$ cat config.mk
export PLATFORM = sky130hd
export DESIGN_NAME = lru_byte_cache
export DESIGN_NICKNAME = d
export VERILOG_FILES = /design/src/rtl/lbc_pkg.sv /design/src/rtl/lbc_cell.sv /design/src/rtl/lru_byte_cache.sv
export VERILOG_INCLUDE_DIRS = /design/src /design/src/rtl
export SDC_FILE = /design/constraint.sdc
export NUM_CORES = 1
export LEC_CHECK = 0
export BUFFER_PORTS_ARGS = -buffer_cell sky130_fd_sc_hd__buf_2
export CORE_MARGIN = 2
export CORE_UTILIZATION = 50
export DETAILED_ROUTE_END_ITERATION = 8
export HOLD_SLACK_MARGIN = 0.08
export PLACE_DENSITY = 0.69
export SLEW_MARGIN = 20
export SYNTH_ARGS = -nofsm -noshare
export SYNTH_HDL_FRONTEND = slang
export SYNTH_SLANG_ARGS = --single-unit
$ cat constraint.sdc
create_clock -name clk -period 4.6 [get_ports clk]
set_input_delay 1.15 -clock clk [delete_from_list [all_inputs] [get_ports clk]]
set_output_delay 1.15 -clock clk [all_outputs]
set_load 0.01 [all_outputs]
$ cat src/rtl/lru_byte_cache_defines.svh
// Assertion macros shared by the lru_byte_cache RTL.
// Each macro expects a clock named clk and a reset named rst in scope.
`ifndef LRU_BYTE_CACHE_DEFINES_SVH
`define LRU_BYTE_CACHE_DEFINES_SVH

// Condition must hold at every clock edge out of reset.
`define LBC_ASSERT_ALWAYS(lbl, cond) \
  lbl: assert property (@(posedge clk) disable iff (rst) (cond)) \
    else $error("lru_byte_cache: invariant violated");

// Consequent must hold in the same cycle as the antecedent.
`define LBC_ASSERT_IMPL(lbl, ante, cons) \
  lbl: assert property (@(posedge clk) disable iff (rst) (ante) |-> (cons)) \
    else $error("lru_byte_cache: implication violated");

// Consequent must hold in the cycle after the antecedent.
`define LBC_ASSERT_NEXT(lbl, ante, cons) \
  lbl: assert property (@(posedge clk) disable iff (rst) (ante) |=> (cons)) \
    else $error("lru_byte_cache: next-cycle implication violated");

`endif

$ cat src/rtl/lbc_pkg.sv
// Package for the LRU byte cache: field widths, opcodes, parameter defaults.
// No dependencies; used by lbc_cell and lru_byte_cache.
`default_nettype none

package lbc_pkg;

  // Fixed widths of the request and response fields
  localparam int OFFSET_WIDTH = 16;
  localparam int DATA_WIDTH   = 8;

  // Defaults for the top-level parameters
  localparam int DEF_ENTRIES     = 8;
  localparam int DEF_OFFSET_BITS = 16;

  // Request opcodes
  typedef enum logic [0:0] {
    OP_READ  = 1'b0,
    OP_WRITE = 1'b1
  } opcode_t;

endpackage

`default_nettype wire

$ cat src/rtl/lbc_cell.sv
// One slot of the recency-ordered cache chain: valid bit, tag and data byte.
// Loads its upstream neighbor's entry when told to shift. Uses lbc_pkg.
`default_nettype none

module lbc_cell #(
  parameter int OFFSET_BITS = lbc_pkg::DEF_OFFSET_BITS
) (
  input  wire logic                            clk,
  input  wire logic                            rst,
  input  wire logic                            shift,
  input  wire logic [OFFSET_BITS-1:0]          key,
  input  wire logic                            nb_valid,
  input  wire logic [OFFSET_BITS-1:0]          nb_tag,
  input  wire logic [lbc_pkg::DATA_WIDTH-1:0]  nb_data,
  output logic                                 valid,
  output logic [OFFSET_BITS-1:0]               tag,
  output logic [lbc_pkg::DATA_WIDTH-1:0]       data,
  output logic                                 hit
);

  // Valid bit: cleared by reset, follows the neighbor on a shift
  always_ff @(posedge clk) begin
    if (rst) begin
      valid <= 1'b0;
    end else if (shift) begin
      valid <= nb_valid;
    end
  end

  // Payload needs no reset; only read behind the valid bit
  always_ff @(posedge clk) begin
    if (shift) begin
      tag  <= nb_tag;
      data <= nb_data;
    end
  end

  // Associative compare against the request tag
  assign hit = valid && (tag == key);

endmodule

`default_nettype wire

$ cat src/rtl/lru_byte_cache.sv
// Fully associative LRU byte cache, built as a recency-ordered chain of cells.
// Depends on lbc_pkg, lbc_cell and lru_byte_cache_defines.svh.
//
// Usage:
//   Requests enter on the s_ channel (tuser = opcode, tdata = offset, wdata);
//   responses leave on the m_ channel (tuser = miss, evicted;
//   tdata = out_offset, out_data). Every request gives exactly one response.
//   Cell 0 holds the most recent entry, and valid cells always form a prefix
//   of the chain. A hit moves its entry to cell 0 while the cells in front
//   of it step down by one; a write miss pushes the whole chain down, so the
//   entry falling out of the last cell is the one evicted.
//   The response is registered and is presented in the cycle after the request is accepted.
//   Throughput: one request per cycle while the receiver takes responses, set by
//   the compare and shift across all ENTRIES cells.
//   Reset empties the cache at once; no clearing pass is needed.
//   While the receiver stalls, the response register holds and s_tready
//   stays low until it is taken, so no request is lost.
`default_nettype none
`include "lru_byte_cache_defines.svh"

module lru_byte_cache #(
  parameter int ENTRIES     = lbc_pkg::DEF_ENTRIES,
  parameter int OFFSET_BITS = lbc_pkg::DEF_OFFSET_BITS
) (
  input  wire logic        clk,
  input  wire logic        rst,
  // Request channel
  input  wire logic        s_tvalid,
  output logic             s_tready,
  input  wire logic [23:0] s_tdata,   // [15:0] offset, [23:16] wdata
  input  wire logic [0:0]  s_tuser,   // [0] opcode
  // Response channel
  output logic             m_tvalid,
  input  wire logic        m_tready,
  output logic [23:0]      m_tdata,   // [15:0] out_offset, [23:16] out_data
  output logic [1:0]       m_tuser    // [0] miss, [1] evicted
);

  localparam int OW   = lbc_pkg::OFFSET_WIDTH;
  localparam int DW   = lbc_pkg::DATA_WIDTH;
  localparam int LAST = ENTRIES - 1;

  // Request fields
  logic [OW-1:0]          req_offset;
  logic [DW-1:0]          req_wdata;
  lbc_pkg::opcode_t       req_op;
  logic [OFFSET_BITS-1:0] key;
  logic [OW-1:0]          key16;
  logic [OW-1:0]          last_tag16;

  assign req_offset = s_tdata[OW-1:0];
  assign req_wdata  = s_tdata[OW+DW-1:OW];
  assign req_op     = lbc_pkg::opcode_t'(s_tuser[0]);

  // Chain signals
  logic [ENTRIES-1:0]     cell_valid;
  logic [ENTRIES-1:0]     cell_hit;
  logic [ENTRIES-1:0]     cell_shift;
  logic [OFFSET_BITS-1:0] cell_tag [ENTRIES];
  logic [DW-1:0]          cell_data [ENTRIES];

  logic          accept;
  logic          is_write;
  logic          any_hit;
  logic          full;
  logic [DW-1:0] hit_data;
  logic [DW-1:0] front_data;

  // Response register
  logic          miss;
  logic          evicted;
  logic [OW-1:0] out_offset;
  logic [DW-1:0] out_data;

  // Tag resize between the port width and the stored width
  generate
    if (OFFSET_BITS > OW) begin : g_wide
      assign key        = {{(OFFSET_BITS-OW){1'b0}}, req_offset};
      assign key16      = req_offset;
      assign last_tag16 = cell_tag[LAST][OW-1:0];
    end else if (OFFSET_BITS == OW) begin : g_same
      assign key        = req_offset;
      assign key16      = req_offset;
      assign last_tag16 = cell_tag[LAST];
    end else begin : g_narrow
      assign key        = req_offset[OFFSET_BITS-1:0];
      assign key16      = {{(OW-OFFSET_BITS){1'b0}}, key};
      assign last_tag16 = {{(OW-OFFSET_BITS){1'b0}}, cell_tag[LAST]};
    end
  endgenerate

  // Handshake
  assign s_tready = !m_tvalid || m_tready;
  assign accept   = s_tvalid && s_tready;
  assign is_write = (req_op == lbc_pkg::OP_WRITE);
  assign any_hit  = |cell_hit;
  assign full     = cell_valid[LAST];

  // Data of the hitting cell (tags are unique among valid cells)
  always_comb begin
    hit_data = '0;
    for (int i = 0; i < ENTRIES; i++) begin
      hit_data = hit_data | (cell_data[i] & {DW{cell_hit[i]}});
    end
  end

  assign front_data = is_write ? req_wdata : hit_data;

  // Chain of cells; cell 0 takes the front entry
  generate
    for (genvar i = 0; i < ENTRIES; i++) begin : g_cell
      logic                   nb_valid;
      logic [OFFSET_BITS-1:0] nb_tag;
      logic [DW-1:0]          nb_data;

      // A cell shifts when the hit lies at or behind it, or on a write miss
      assign cell_shift[i] = accept && (any_hit ? (|(cell_hit >> i)) : is_write);

      if (i == 0) begin : g_head
        assign nb_valid = 1'b1;
        assign nb_tag   = key;
        assign nb_data  = front_data;
      end else begin : g_body
        assign nb_valid = cell_valid[i-1];
        assign nb_tag   = cell_tag[i-1];
        assign nb_data  = cell_data[i-1];
      end

      lbc_cell #(
        .OFFSET_BITS (OFFSET_BITS)
      ) u_cell (
        .clk      (clk),
        .rst      (rst),
        .shift    (cell_shift[i]),
        .key      (key),
        .nb_valid (nb_valid),
        .nb_tag   (nb_tag),
        .nb_data  (nb_data),
        .valid    (cell_valid[i]),
        .tag      (cell_tag[i]),
        .data     (cell_data[i]),
        .hit      (cell_hit[i])
      );
    end
  endgenerate

  // Response valid
  always_ff @(posedge clk) begin
    if (rst) begin
      m_tvalid <= 1'b0;
    end else if (accept) begin
      m_tvalid <= 1'b1;
    end else if (m_tready) begin
      m_tvalid <= 1'b0;
    end
  end

  // Response payload
  always_ff @(posedge clk) begin
    if (accept) begin
      miss    <= !any_hit;
      evicted <= is_write && !any_hit && full;
      if (!is_write && any_hit) begin
        out_offset <= key16;
        out_data   <= hit_data;
      end else if (is_write && !any_hit && full) begin
        out_offset <= last_tag16;
        out_data   <= cell_data[LAST];
      end else begin
        out_offset <= '0;
        out_data   <= '0;
      end
    end
  end

  assign m_tdata = {out_data, out_offset};
  assign m_tuser = {evicted, miss};

  // Checks
  `LBC_ASSERT_ALWAYS(a_hit_unique, $onehot0(cell_hit))
  `LBC_ASSERT_ALWAYS(a_valid_prefix, ((cell_valid >> 1) & ~cell_valid) == '0)
  `LBC_ASSERT_IMPL(a_evict_is_miss, m_tvalid && evicted, miss)
  `LBC_ASSERT_NEXT(a_read_miss_resp, accept && !is_write && !any_hit, m_tvalid && miss && !evicted)
  `LBC_ASSERT_NEXT(a_write_front, accept && is_write, cell_valid[0] && cell_data[0] == $past(req_wdata))

endmodule

`default_nettype wire

==> impl_metrics.toml, run 1 <==
[run_status]
status = "complete, no violations"

[worst_hold_path]
holdCritPathClass = "flop to flop"

[setup_path]
regToRegSetupSlack_ps = 1500
timing.critical_path.from = "s_tdata[5]"
critPathMaxStageDelay_ps = 560
path_buf_inv = 3
crit-reg2reg-launch = "g_cell[3].u_cell.tag[5]"
critical_path.endpoint_type = "flop"
critical_path.cell_chain = "buf_2 > xnor2_1 > nand4_1 > or4b_4 > nor4_4 > buf_4 > nor2_1 > and3_4 > a21oi_2 > buf_4"
cp.required_ps = 4780
cp_num_cells = 10
criticalPathCategory = "primary input to flop"
depth_of_the_worst_register_to_register_path = 9
startpoint_type = "primary input"
cp_top_family = "simple AND/OR/NAND/NOR gates"
timing.critical_path.to = "g_cell[0].u_cell.tag[2]"
r2r-end = "g_cell[0].u_cell.tag[2]"
critical_path.most_common_cell = "buf_4"
cp_max_fo = 25
cp_data_arrival_time_ps = 3760
timing.critical_path.slowest_stage_cell = "or4b_4"

[sta]
final-setup-viol-count = 0
timing.final.max_slew_violations = 0
fin_clk_skew_ps = 13.79
achievable-frequency_mhz = 279.2
finalWorstPathRequiredPeriod_ps = 3582
setup-tns-final_ps = 0
hold_viol_final = 0
grt_setup_unrepaired = "false"
worst_slew_margin_rel_pct = 41.42
timing.hold.ws_ps = 445.5
period_share_pct = 77.87
max_slew.worst_pin.slew_ps = 866.5

[global_route]
gr-total-overflow = 0
first_global_vias = 5354
track_usage_pct = 18.94
grt_antenna_before_repair = 0
grt_start_max_net_pins = 27
grt_first_pass_wirelength_mm = 29.18

[cells_and_area]
nets = 692
final.fill_count = 1419
layout.core_utilization_pct = 57.77
drive_above_1_share_pct = 18.97
layout-area-overhead-vs-synth_pct = 13.38
inserted_diodes = 0

[clocking]
max-clock-path-buffers = 3
post_cts.repair.setup_buffers = 0
clock_sink_count = 227
cts-buffers-inserted = 24
path_clk_slew_ps = 60
cts_hold_repair.buffers = 0
cts_resized = 0
cts_tree = "done"
clock_latency_at_the_later_pin_of_the_worst_skew_pair_ps = 510
h-tree-depth = 1
cts-root-buf = "clkbuf_16"

[synthesis]
synth_nets = 625
synth-seq-area-share_pct = 70.57
async_reset_ff_share_pct = 0
synth_cells = 596
synth.top_cells.by_area = "edfxtp_1 (69%), xnor2_1 (6.9%), xor2_1 (4.8%)"
yosysTopAreaCellShare_pct = 68.68
synth_area_mm2 = 0.009532
ys_ff_latch = 227
yosysWarnings = 0
synth-edff-count = 218
yosysUniqueCellTypes = 46
ys_dominant_reg_cell = "edfxtp_1"
synth_most_common_cell = "edfxtp_1"
ys_top_cells_by_count = "edfxtp_1 (218), xnor2_1 (75), xor2_1 (52)"
avgSynthCellArea_um2 = 15.99
netlist.top_cell.by_area = "edfxtp_1"

[die]
fp.dieH_um = 142.1
die_w_um = 142.1
floorplan.io_pins = 57
core_mm2 = 0.01871
die_area_mm2 = 0.02018
floorplan.initialDensity_pct = 50.96
placementRows = 50

[route]
route.detailed.drc = 0
drt-pass1-iter-count = 4
vias = 5255
route.detailed.wl_per_inst_um = 20.55
drtIter0Drc = 412
vias_per_cell = 5.749
detail-route-antenna-nets = 0
total_routed_wirelength_mm = 18.78

[pwr]
leakage_nw = 3.649
total_power_mw = 4.510
power_density_mw_per_mm2 = 417.3
power.ir.vdd_worst_mv = 0.3257

[run]
max_cap_check_violation_count = 0

[place]
port-buffer-count = 56
hpwlAfterDp_mm = 13.88
gp_congestion = 0.8702
-- per-layer routing --
metal	track usage (%)	vias to the layer above	share of wire, %
li1	-	2440	-
met1	25.82	2561	44
met2	29.95	206	45
met3	4.341	48	7.4
met4	7.158	0	3.6
met5	0	-	0
-- flip-flops by register name, summed over array words and instances, names as in the netlist --
register	cells
evicted	1
g_cell.u_cell.data	64
g_cell.u_cell.tag	128
g_cell.u_cell.valid	8
m_tvalid	1
miss	1
out_data	8
out_offset	16
-- cell families after synthesis --
logic type | count (synthesis) | share of synthesized area, %
buf+inv | 35 | 2.179
mux | 14 | 1.575
compound gates | 71 | 5.934
simple gates | 121 | 7.902
xor+xnor | 128 | 11.84
flops | 227 | 70.57
-- layout make-up --
class                           count  area [µm²]  share of cell area (%)
Timing Repair Buffer               70       385.4                   3.566
Sequential cell                   227        6726                   62.24
Tap cell                          234       292.8                   2.709
Multi-Input combinational cell    334        2623                   24.27
Clock inverter                     16       123.9                   1.146
Inverter                            6       22.52                  0.2084
Clock buffer                       27       633.1                   5.859
-- worst min path at each step --
stage                                   startpoint                  endpoint  slack, ps  depth (start not counted)
after global placement    g_cell[1].u_cell.data[1]  g_cell[2].u_cell.data[1]        430                          0
after CTS                 g_cell[1].u_cell.data[7]  g_cell[2].u_cell.data[7]        450                          0
after floorplan           g_cell[3].u_cell.data[2]  g_cell[4].u_cell.data[2]        430                          0
after detailed placement  g_cell[6].u_cell.data[2]  g_cell[7].u_cell.data[2]        430                          0
final                     g_cell[1].u_cell.data[7]  g_cell[2].u_cell.data[7]        450                          0
after global routing      g_cell[3].u_cell.data[7]  g_cell[4].u_cell.data[7]        450                          0
-- power by group --
part,internal [mW],switching [mW]
Combinational,0.0936,0.167
Sequential,2.36,0.0435
Clock,1.09,0.756
Total,3.54,0.966
-- layout by cell type (no fill, tap or decap), types with 4 or more instances in the layout --
cell       count
a21oi_2        4
a221oi_1       8
a22o_1        32
a22oi_1       16
and4_1         4
buf_2         56
buf_4         14
clkbuf_16     25
clkinv_1       7
clkinv_2       6
dfxtp_1        9
edfxtp_1     218
inv_1          5
mux2_2         8
mux2i_1        6
nand2_1       10
nand2b_1      12
nand3_1       15
nand4_1       20
nand4b_1       4
nor2_1        12
nor3_1         8
nor4_1        18
xnor2_1       75
xor2_1        52
-- through the flow --
step / cell area (µm²) / setup WS (ps) / cells
after floorplan: 9532 / 261.1 / 596
final: 10810 / 1018 / 914
after global routing: 10810 / 853.2 / 914
after global placement: 10050 / 598.5 / 871
after detailed placement: 10050 / 536.7 / 871
after CTS: 10810 / 1077 / 914
(Power assumes the default switching activity.)
==> run 2, diff against run 1 <==
- PLACE_DENSITY: 0.69 -> 0.71
- clock period: 4.6 -> 3.1 ns (I/O delays scaled with it)
==> run 2 against run 1 <==
  * Combinational power grew 94%
  * Setup slack got worse by 910 ps
  * Clock power grew 50%
  * Final cell count rose by 8.4%
  * Via count grew 6.8%
  * Sequential power is 48% higher
  * Non-clock buffer count rose by 76
  * Sequential cell count stayed put
  * Count of clock-buffer cells in the layout rose by 7
  * Critical endpoint is now out_offset[3]
==> impl_metrics.toml, run 2 (synthesized netlist as in run 1, its figures left out) <==
[cells_and_area]
final.fill_count = 1351
layout-area-overhead-vs-synth_pct = 22.53
nets = 769
postLayoutCellArea_mm2 = 0.01168
top_flop_regs = "g_cell.u_cell.tag x128, g_cell.u_cell.data x64, out_offset x16"
layout.cells.most_common = "edfxtp_1"
inserted_diodes = 0
fin_cells = 991
largest_register_ffs = 128
drive_above_1_share_pct = 29.59
final_cell_mix = "edfxtp_1 (218), buf_4 (80), xnor2_1 (72)"
largest_register = "g_cell.u_cell.tag"

[route]
detail-route-antenna-nets = 0
drt-pass1-iter-count = 5
route.detailed.drc = 0
total_routed_wirelength_mm = 20.46
vias = 5611
drtIter0Drc = 334
vias_per_cell = 5.662
route.detailed.wl_per_inst_um = 20.65

[clocking]
path_clk_slew_ps = 60
h-tree-depth = 1
cts_hold_repair.buffers = 0
max-clock-path-buffers = 3
cts-root-buf = "clkbuf_16"
clock_latency_at_the_later_pin_of_the_worst_skew_pair_ps = 510
post_cts.repair.setup_buffers = 0
clock_sink_count = 227
cts-buffers-inserted = 24
cts_tree = "done"

[pwr]
power_density_mw_per_mm2 = 586.2
total_power_mw = 6.846
power.ir.vdd_worst_mv = 0.6460
leakage_nw = 4.102

[sta]
max_slew.worst_pin.slew_ps = 786.1
final-setup-viol-count = 0
grt_setup_unrepaired = "false"
fin_clk_skew_ps = 12.02
worst_slew_margin_rel_pct = 47.59
achievable-frequency_mhz = 333.9
timing.hold.ws_ps = 451.6
period_share_pct = 96.61
hold_viol_final = 0
finalWorstPathRequiredPeriod_ps = 2995
timing.final.max_slew_violations = 0
setup-tns-final_ps = 0

[setup_path]
criticalPathCategory = "primary input to flop"
cp_data_arrival_time_ps = 3250
cp.required_ps = 3350
cp_max_fo = 25
startpoint_type = "primary input"
critical_path.endpoint_type = "flop"

[global_route]
first_global_vias = 5813
grt_first_pass_wirelength_mm = 31.59
grt_antenna_before_repair = 0
grt_start_max_net_pins = 27
gr-total-overflow = 0
track_usage_pct = 20.50

[place]
port-buffer-count = 56
placed_cell_area_mm2 = 0.01086
hpwlAfterDp_mm = 15.34
dpl.cell_count = 947
gp_congestion = 0.9083

[run_status]
status = "complete, no violations"

[die]
die_w_um = 142.1
fp.dieH_um = 142.1
core_mm2 = 0.01871
placementRows = 50
floorplan.initialDensity_pct = 50.96
floorplan.io_pins = 57
die_area_mm2 = 0.02018

[worst_hold_path]
holdCritPathClass = "flop to flop"

[run]
max_cap_check_violation_count = 0
run 2: cell count changes in the layout (fill, tap and decap cells not counted), moves of 3 or more:
| cell | previous run | this run |
|---|---|---|
| buf_12 | 0 | 10 |
| clkbuf_1 | 2 | 7 |
| xnor2_1 | 75 | 72 |
| a21oi_4 | 0 | 3 |
| inv_1 | 5 | 2 |
| buf_4 | 14 | 80 |
| xnor2_2 | 1 | 4 |
| nor4_1 | 18 | 14 |
| nor4_2 | 0 | 4 |
| clkinv_1 | 7 | 2 |
run 2: metal layers:
layer	global-route usage (%)	vias to the layer above	part of all wire, %
li1	-	2599	-
met1	28.11	2752	43
met2	34.12	216	48
met3	3.533	44	6.4
met4	5.684	0	2.4
met5	0	-	0
run 2: final cells by class:
cell class	instances	area, µm²	share of cell area (%)
Multi-Input combinational cell	335	2776	23.77
Sequential cell	227	6726	57.60
Clock inverter	9	92.59	0.7928
Inverter	6	30.03	0.2571
Timing Repair Buffer	146	1081	9.257
Clock buffer	34	679.4	5.817
Tap cell	234	292.8	2.507
run 2: power by group:
part           internal, mW  switching (mW)  total [mW]  leakage [nW]
clock network          1.68            1.09        2.78         0.382
logic                 0.225           0.279       0.504          1.60
registers              3.50          0.0678        3.56          2.13
total                  5.41            1.44        6.85          4.10
run 2: repair_timing:
action                                  4_1_cts  5_1_grt
endpoints found under the setup margin       24       74
pin swaps                                     0        1
gates resized for setup                       1        6
gates cloned                                  0        1
run 2: critical path: stages:
cell and delay, ps:
buf_2 170, buf_12 150, xnor2_1 180, nand4_1 160, nor4_2 360, buf_4 170, and3_1 230, nor4_2 100
and3_4 220, buf_4 170, and3_4 280, a22o_1 270
run 2: metrics by stage:
step	worst slack [ps]	util, %
after floorplan	-52.32	-
after global placement	-525.8	58.05
after detailed placement	-601.3	58.05
after CTS	73.46	62.20
after global routing	9.004	62.43
final	105.1	62.43
run 2: worst paths after layout:
check	start	endpoint	slack [ps]	depth (start not counted)
worst max-delay path	s_tdata[2]	out_offset[3]	110	12
worst min-delay path	g_cell[6].u_cell.data[2]	g_cell[7].u_cell.data[2]	450	0
worst max register to register	g_cell[1].u_cell.tag[2]	out_offset[3]	240	10
worst min register to register	g_cell[6].u_cell.data[2]	g_cell[7].u_cell.data[2]	450	0
==> run 3, diff against run 2 <==
- PLACE_DENSITY: 0.71 -> 0.69
- clock period: 3.1 -> 2.8 ns (I/O delays scaled with it)
==> run 3 against run 2 <==
  * The flow now finishes with violations (negative setup slack)
  * Clock power up 7.6%
  * Hold slack worse by 17 ps
  * Final area up 0.59%
  * Largest cell class unchanged
  * Largest power group unchanged
  * Highest routed layer unchanged
==> impl_metrics.toml, run 3 (synthesized netlist as in run 1, its figures left out) <==
[pwr]
internal_power_mw = 5.862
clockPowerShare_pct = 39.9
p_switching_mw = 1.631
p_seq_share_pct = 52.6
power.ir.vdd_worst_mv = 0.5117
pwr-share-comb_pct = 7.5
leakage_nw = 4.129
switching_share_pct = 21.76
power_density_mw_per_mm2 = 637.8

[route]
vias = 5687
detail-route-antenna-nets = 0
route.detailed.drc = 0
route.detailed.wl_per_inst_um = 20.37
drt-pass1-iter-count = 4
drtIter0Drc = 437
vias_per_cell = 5.716
total_routed_wirelength_mm = 20.27

[sta]
hold_viol_final = 0
achievable-frequency_mhz = 353.6
final-setup-viol-count = 16
finalWorstPathRequiredPeriod_ps = 2828
max_slew.worst_pin.slew_ps = 727.5
timing.final.max_slew_violations = 0
layout_setup_ws_ps = -28.00
period_share_pct = 101.0
grt_setup_unrepaired = "true"
worst_slew_margin_rel_pct = 51.37
fin_clk_skew_ps = 18.94

[setup_path]
startpoint_type = "primary input"
cp_max_fo = 22
critical_path.cell_chain = "buf_2 > xor2_1 > nor4_1 > and4_1 > and4_1 > nor4b_2 > buf_4 > a31oi_4 > buf_12 > nand3b_1 > o21ai_0"
critPathMaxStageDelay_ps = 700
depth_of_the_worst_register_to_register_path = 10
regToRegSetupSlack_ps = 40
cp_top_family = "simple AND/OR/NAND/NOR gates"
timing.critical_path.slowest_stage_cell = "nor4b_2"
cp.required_ps = 3210
critical_path.most_common_cell = "and4_1"
path_buf_inv = 3
criticalPathCategory = "primary input to flop"
r2r-end = "g_cell[1].u_cell.valid"
cp_data_arrival_time_ps = 3230
crit-reg2reg-launch = "g_cell[4].u_cell.tag[13]"
critical_path.endpoint_type = "flop"

[clocking]
max-clock-path-buffers = 3
clock_sink_count = 227
clock_latency_at_the_later_pin_of_the_worst_skew_pair_ps = 520
cts_tree = "done"
cts-root-buf = "clkbuf_16"
h-tree-depth = 1
cts-buffers-inserted = 24
cts_hold_repair.buffers = 0
path_clk_slew_ps = 60

[die]
die_w_um = 142.1
fp.dieH_um = 142.1
placementRows = 50
die_area_mm2 = 0.02018
floorplan.initialDensity_pct = 50.96
core_mm2 = 0.01871
floorplan.io_pins = 57

[global_route]
grt_start_max_net_pins = 26
track_usage_pct = 20.29
first_global_vias = 5771
grt_first_pass_wirelength_mm = 31.35
grt_antenna_before_repair = 0
gr-total-overflow = 0

[worst_hold_path]
hold_path_end = "m_tvalid"
holdCritPathClass = "primary input to flop"
worstHoldPathCells = 3
timing.hold.worst.start = "s_tvalid"

[cells_and_area]
largest_register_ffs = 128
inserted_diodes = 0
nets = 774
final_cell_mix = "edfxtp_1 (218), buf_4 (83), xnor2_1 (70)"
layout-area-overhead-vs-synth_pct = 23.25
drive_above_1_share_pct = 30.49
layout.core_utilization_pct = 62.80
top_flop_regs = "g_cell.u_cell.tag x128, g_cell.u_cell.data x64, out_offset x16"
layout.cells.most_common = "edfxtp_1"
largest_register = "g_cell.u_cell.tag"

[run_status]
status = "finished with violations"
failed_checks = "negative setup slack"

[place]
detailedPlace.worstSlack_ps = -439.0
port-buffer-count = 56
hpwlAfterDp_mm = 15.16
gp_congestion = 0.8932

[run]
max_cap_check_violation_count = 0
-- run 3: cell count changes in the layout (fill, tap and decap cells not counted), sizes merged --
cell / previous run / this run
and3: 4 / 5
buf: 146 / 148
clkbuf: 34 / 27
clkinv: 7 / 15
-- run 3: repair_timing --
action	in CTS	in global routing
setup endpoints to repair	0	75
setup buffers	0	5
gates resized for setup	0	8
-- run 3: area by class of cell --
class | count | area (µm²)
sequential | 227 | 6726
clock inverter | 17 | 140.1
inverter | 6 | 30.03
multi-input combinational | 336 | 2825
fill | 1311 | 6958
timing repair buffer | 150 | 1129
clock buffer | 25 | 604.3
tap | 234 | 292.8
-- run 3: metrics by stage --
step                      total power [mW]  hold WS, ps  instances  instance area (µm²)  TNS, ps
final                                7.493        434.4        995                11750   -73.32
after global routing                 7.708        432.3        995                11750   -379.6
after CTS                            7.521        418.8        988                11650        0
after detailed placement             4.561        435.0        946                10910   -76010
after global placement               4.535        430.4        946                10910   -64860
after floorplan                      4.317        426.4        596                 9778   -21200
-- run 3: routing by layer --
metal / GRT usage [%] / up-vias / wire length, µm
met3: 3.836 / 63 / 1311
met1: 27.89 / 2759 / 8781
met2: 32.47 / 254 / 9401
met4: 7.579 / 0 / 772
li1: - / 2611 / -
met5: 0 / - / 0
-- run 3: worst max path at each step --
stage / start / to / slack [ps] / cells after the start
6_report: s_tdata[13] / g_cell[1].u_cell.valid / -30 / 11
5_1_grt: g_cell[7].u_cell.tag[15] / g_cell[1].u_cell.valid / -70 / 10
4_1_cts: g_cell[3].u_cell.tag[1] / g_cell[2].u_cell.tag[12] / 6 / 6
3_5_place_dp: s_tdata[1] / g_cell[2].u_cell.tag[3] / -440 / 8
3_3_place_gp: s_tdata[5] / g_cell[2].u_cell.tag[2] / -390 / 7
2_1_floorplan: s_tdata[5] / g_cell[5].u_cell.data[0] / -160 / 9
-- run 3: worst register-to-register path, cell delays in order (launching register included) --
cell,delay (ps)
edfxtp_1,400
xor2_1,300
nor4_1,100
and4_1,170
and4_1,270
nor4b_2,700
buf_4,270
a31oi_4,110
buf_12,180
nand3b_1,80
o21ai_0,70
-- run 3: power by group through the flow --
stage / combinational [mW] / clock [mW] / sequential, mW
after floorplan: 0.315 / 0 / 4.00
after global placement: 0.529 / 0 / 4.01
after detailed placement: 0.546 / 0 / 4.01
after CTS: 0.550 / 3.03 / 3.94
after global routing: 0.604 / 3.15 / 3.96
final: 0.561 / 2.99 / 3.94
